**src/fmpc_pkg.sv**
```systemverilog
// Shared types and constants of the first-match packet rule classifier.
// Depends on nothing; every other file of the block refers to it by scoped names.
`default_nettype none

package fmpc_pkg;

   // Default table depth in rules
   localparam int MAX_RULES_DEF = 32;

   // Request codes carried on req_type
   typedef enum logic [1:0] {
      REQ_CLASSIFY = 2'd0,
      REQ_STAGE    = 2'd1,
      REQ_APPEND   = 2'd2,
      REQ_CLEAR    = 2'd3
   } req_code_type;

   // Packet kinds, also the rule type code in word 3
   typedef enum logic [1:0] {
      KIND_IP   = 2'd0,
      KIND_TCP  = 2'd1,
      KIND_UDP  = 2'd2,
      KIND_ICMP = 2'd3
   } kind_type;

   // Sequencer states
   typedef enum logic {
      ST_IDLE = 1'b0,
      ST_SCAN = 1'b1
   } state_type;

   // Packet header fields latched for one classify transaction
   typedef struct packed {
      logic [1:0]  kind;
      logic        direction;
      logic [7:0]  iface;
      logic [31:0] src_ip;
      logic [31:0] dst_ip;
      logic [7:0]  proto;
      logic [15:0] field_a;
      logic [15:0] field_b;
      logic [7:0]  tcp_flags;
   } packet_type;

   // One rule: four 64-bit words, one memory row
   typedef struct packed {
      logic [63:0] w3;
      logic [63:0] w2;
      logic [63:0] w1;
      logic [63:0] w0;
   } rule_row_type;

   // Outcome of comparing one rule against the packet
   typedef struct packed {
      logic hit;
      logic deny;
      logic log;
   } hit_type;

endpackage

`default_nettype wire

```
**src/fmpc_match_unit.sv**
```systemverilog
// Shared rule compare unit: checks one rule row against the latched packet.
// Depends on fmpc_pkg for packet, rule and outcome types and the kind codes.
`default_nettype none

module fmpc_match_unit (
   input  wire fmpc_pkg::packet_type   pkt,
   input  wire fmpc_pkg::rule_row_type rule,
   output fmpc_pkg::hit_type           result
);

   // Port check: lo zero is any, hi zero is exact, else an inclusive range
   function automatic logic port_ok(input logic [15:0] lo, input logic [15:0] hi,
                                    input logic [15:0] port);
      logic ok;
      if (lo == 16'd0) begin
         ok = 1'b1;
      end else if (hi == 16'd0) begin
         ok = (port == lo);
      end else begin
         ok = (port >= lo) && (port <= hi);
      end
      return ok;
   endfunction

   logic        kind_ok;
   logic        dir_ok;
   logic        iface_ok;
   logic        src_ok;
   logic        dst_ok;
   logic        ports_ok;
   logic        flags_ok;
   logic        l4_ok;
   logic [31:0] smask;
   logic [31:0] dmask;
   logic [7:0]  riface;
   logic [7:0]  fset;
   logic [7:0]  funset;

   // Evaluate every condition of the rule in parallel
   always_comb begin
      smask  = rule.w0[63:32];
      dmask  = rule.w1[63:32];
      riface = rule.w3[15:8];
      fset   = rule.w3[23:16];
      funset = rule.w3[31:24];

      kind_ok  = (rule.w3[1:0] == pkt.kind);
      dir_ok   = (rule.w3[2] == pkt.direction);
      iface_ok = (riface == 8'd0) || (riface == pkt.iface);
      src_ok   = ((rule.w0[31:0] & smask) == (pkt.src_ip & smask));
      dst_ok   = ((rule.w1[31:0] & dmask) == (pkt.dst_ip & dmask));
      ports_ok = port_ok(rule.w2[15:0], rule.w2[31:16], pkt.field_a) &&
                 port_ok(rule.w2[47:32], rule.w2[63:48], pkt.field_b);
      flags_ok = ((fset == 8'd0) || ((pkt.tcp_flags & fset) != 8'd0)) &&
                 ((funset == 8'd0) || ((pkt.tcp_flags & funset) == 8'd0));

      // Kind-specific layer 4 checks
      unique case (pkt.kind)
         fmpc_pkg::KIND_IP: begin
            l4_ok = !rule.w3[5] || (rule.w2[7:0] == pkt.proto);
         end
         fmpc_pkg::KIND_ICMP: begin
            l4_ok = (!rule.w3[6] || (rule.w2[7:0] == pkt.field_a[7:0])) &&
                    (!rule.w3[7] || (rule.w2[15:8] == pkt.field_b[7:0]));
         end
         fmpc_pkg::KIND_TCP: begin
            l4_ok = ports_ok && flags_ok;
         end
         default: begin
            l4_ok = ports_ok;
         end
      endcase

      result.hit  = kind_ok && dir_ok && iface_ok && src_ok && dst_ok && l4_ok;
      result.deny = rule.w3[3];
      result.log  = rule.w3[4];
   end

endmodule

`default_nettype wire
```
**config.mk**
```make
export PLATFORM = sky130hd
export DESIGN_NAME = fmpc_match_unit
export DESIGN_NICKNAME = d
export VERILOG_FILES = /design/src/fmpc_pkg.sv /design/src/fmpc_match_unit.sv
export SDC_FILE = /design/constraint.sdc
export NUM_CORES = 1
export LEC_CHECK = 0
export ABC_CLOCK_PERIOD_IN_PS = 5100
export BUFFER_PORTS_ARGS = -buffer_cell sky130_fd_sc_hd__buf_2
export CAP_MARGIN = 20
export CORE_AREA = 2 2 150 152
export DETAILED_ROUTE_END_ITERATION = 16
export DIE_AREA = 0 0 152 154
export GPL_TIMING_DRIVEN = 0
export SLEW_MARGIN = 10
export SYNTH_ARGS = -nofsm -noshare
export SYNTH_HDL_FRONTEND = slang
export SYNTH_SLANG_ARGS = --single-unit
```
**constraint.sdc**
```tcl
create_clock -name vclk -period 5.1
set_input_delay 0.765 -clock vclk [all_inputs]
set_output_delay 0.765 -clock vclk [all_outputs]
set_load 0.01 [all_outputs]
```
# == After elaboration in Yosys (flattened, before gate mapping) ==
# Cells that the tools add are included.
# totals
in_bits,379
regBits,0
wordCells,57
# op_classes
n_eq_ne,12
n_bitwise,6
n_lt_le_gt_ge,4
reduce_logical,30
n_mux,5
# op_table
cell,n
bitwise AND 32 bit,4
equality test 32 bit,2
logical NOT 16 bit,4
equality test 16 bit,2
equality test 8 bit,4
greater-or-equal comparator 16 bit,2
<= comparator 16 bit,2
logical NOT 8 bit,4
bitwise AND 8 bit,2
logical AND 1 bit,11
nonzero test 8 bit,1
logical OR 1 bit,6
two-way mux 1 bit,4
logical NOT 1 bit,3
case mux 1 bit (3 select lines),1
equality test 2 x 1 -> 1 bit (second input constant),1
equality test 2 bit,1
equality test 2 bit (second input constant),1
logical NOT 2 bit,1
equality test 1 bit,1

# == Logic depth before layout (Yosys ltp) ==
# depth
ltp_word,8
mapped_depth,9
mapped_depth_nobuf,9

# == Least setup slack after synthesis ==
# No wires, ideal clock.
# synth_timing
path_kind,input-to-output
from,input rule[169] (netlist name)
to,output result[2] (netlist name)
required_time_ps,4335
n_path_buf,0
arrival_ps,2337
path_stages,8
slack_ps,1998
cell_sequence,inv_1 ha_1 a21o_1 a221o_1 a221oi_1 o21ai_0 a211o_1 o211a_1
# synth_rtl
item,line_no,rtl
"start, declared",fmpc_match_unit.sv:7,"input wire fmpc_pkg::rule_row_type rule,"
"end, declared",fmpc_match_unit.sv:8,output fmpc_pkg::hit_type result

==> impl_metrics.yaml <==
cts:
  post_cts_buffers: 0
  post_cts_resized: 0
  ctsHoldBuffers: 0
global_route:
  gr-total-overflow: 0
  grt_start_max_net_pins: 6
  antenna_found_initial: 5
  grt_pass1_wl_um: 22500
  first_global_vias: 4292
  grt.total_usage_pct: 12.1
detailed_routing:
  drt-initial-drc-count: 167
  viasPerCell: 4.18
  drc_errors: 0
  via_count: 4380
  first_pass_iters: 4
  drt_wl_total_um: 15500
  wl_per_cell_um: 14.8
  antenna_left: 0
flow_run:
  maxCapViolCount: 0
run_status:
  outcome: "finished, final reports clean"
floorplan:
  die_w_um: 152
  coreArea_um2: 21700
  die_y_um: 154
  core.rowCount: 54
  die_area_um2: 23400
  ios: 382
  start_util_pct: 14.2
synthesis:
  yosys_warnings: 0
  syn_area_um2: 3080
  synth-seq-area-share_pct: 0
  synthCells: 416
  synth_area_per_cell_um2: 7.40
  synth_nets: 859
  synthDistinctLibCells: 33
finish:
  clockBufferCount: 0
  fin_nets: 1209
  drive_above_1_share_pct: 45.9
  seq_cell_count: 0
  seq_area_um2: 0
  area_growth_pct: 68.2
power:
  vdd_drop_max_uv: 34.2
  powerDensity_nw_per_um2: 73.3
  power_leakage_nw: 2.91
  total_power_w: 0.000380
worst_setup_path:
  crit_arrival_ns: 2.84
  cp-start-kind: "input pin"
  endpoint_kind: "primary output"
  path_class: "in -> out"
  cp.required_ns: 4.34
  crit_fanout: 2
sta:
  final_max_slew_viol_count: 0
  max_freq_mhz: 277
  max_slew_margin_pct: 64.1
  finalSetupViolations: 0
  worst_pin_slew_ns: 0.534
  rsz0062_at_grt: "no"
  fin_crit_sh_pct: 70.7
  hold_viol: 0
  tns_ns: 0
  whs_ns: 1.71
  fin_crit_ns: 3.61
placed_design:
  hpwl_um: 14900
  portBuffers: 348
  routabilityCongestion: 0.886
worst_hold_path:
  hold_path_class: "in -> out"
  hold_depth: 2
## power by group
group	total [W]	switching, W	internal [W]	leakage [nW]
registers	0	0	0	0
logic	0.000380	0.000178	0.000202	2.91
clock network	0.000000000105	0	0.000000000105	0.0000254
total	0.000380	0.000178	0.000202	2.91
## through the flow
stage	setup slack, ns	instance area, µm²	instances	util, %
finish	1.49	5180	1048	23.9
global route	1.32	5180	1047	23.9
CTS	1.44	5170	1044	23.8
detailed placement	1.44	5170	1044	23.8
global placement	1.45	5170	1044	23.8
floorplan	2.00	3080	416	-
## cell usage after synthesis (3+ instances only)
cell type  instances  area (µm²)
a211o_1            3        26.3
o21ai_0            9        45.0
nand4_1           30         188
nor2_1             5        18.8
a2111oi_0          3        26.3
a221oi_1           9        78.8
ha_1              64         801
a21o_1             3        22.5
o211ai_1           6        45.0
nor2b_1            5        31.3
inv_1             63         236
a22o_1             7        61.3
nand3_1            7        35.0
a21oi_1           27         135
nand2_1           21        78.8
a22oi_1           23         173
nor4_1            23         144
xnor2_1           24         210
xor2_1            67         587
## cells in the final DEF (no fill, tap or decap), types with 2 or more instances in the layout
| cell | synthesis | final |
|---|---|---|
| a21o_1 | 3 | 3 |
| xor2_1 | 67 | 67 |
| buf_2 | 0 | 348 |
| ha_1 | 64 | 64 |
| nand2_1 | 21 | 21 |
| a22o_1 | 7 | 7 |
| a221oi_1 | 9 | 9 |
| a21oi_1 | 27 | 27 |
| diode_2 | 0 | 4 |
| a2111oi_0 | 3 | 3 |
| nor2b_1 | 5 | 5 |
| and4_1 | 2 | 2 |
| a211oi_1 | 2 | 2 |
| o21ai_0 | 9 | 9 |
| nand3_1 | 7 | 7 |
| nor2_1 | 5 | 5 |
| a211o_1 | 3 | 3 |
| a22oi_1 | 23 | 23 |
| buf_4 | 2 | 2 |
| nand4_1 | 30 | 30 |
| inv_1 | 63 | 63 |
| xnor2_1 | 24 | 24 |
| o211ai_1 | 6 | 6 |
| nor4_1 | 23 | 23 |
## kinds of logic (layout without fill, tap and decap cells)
group / Yosys count / in the layout / share of synthesized area (%)
AND/OR/NAND/NOR: 97 / 97 / 17.5
AO/OA/AOI/OAI: 99 / 99 / 22.5
buffers and inverters: 65 / 413 / 8.16
other: 0 / 4 / 0
XOR/XNOR: 91 / 91 / 25.9
adder cells (fa/ha/maj): 64 / 64 / 26.0
## path summary, 6_finish.rpt
kind,slack (ns),startpoint,end
setup / recovery,1.49,pkt[25],result[2]
hold / removal,1.71,rule[196],result[0]
## worst max-delay path, stage by stage
cell and delay (ns):
buf_2 0.12, ha_1 0.29, nor2b_1 0.14, o211ai_1 0.12, a2111oi_0 0.46, a2111oi_0 0.15, a211o_1 0.34, o2111a_1 0.13
o211a_1 0.20, buf_2 0.15
## layer usage
metal  part of all wire, %  vias up  global-route usage (%)
met3                   7.4       12                    1.58
met2                    49      197                    21.3
met4                   1.2        2                    2.05
met5                 0.084        -                       0
li1                      -     2257                       -
met1                    43     1912                    16.1
## area by class of cell
class                           instances  area, µm²
Fill cell                            2418      16500
Multi-Input combinational cell        351       2830
Timing Repair Buffer                  348       1740
Tap cell                              280        350
Inverter                               63        236
Buffer                                  2       15.0
Antenna cell                            4       10.0
Note: power is estimated with default switching activity, not from simulation.
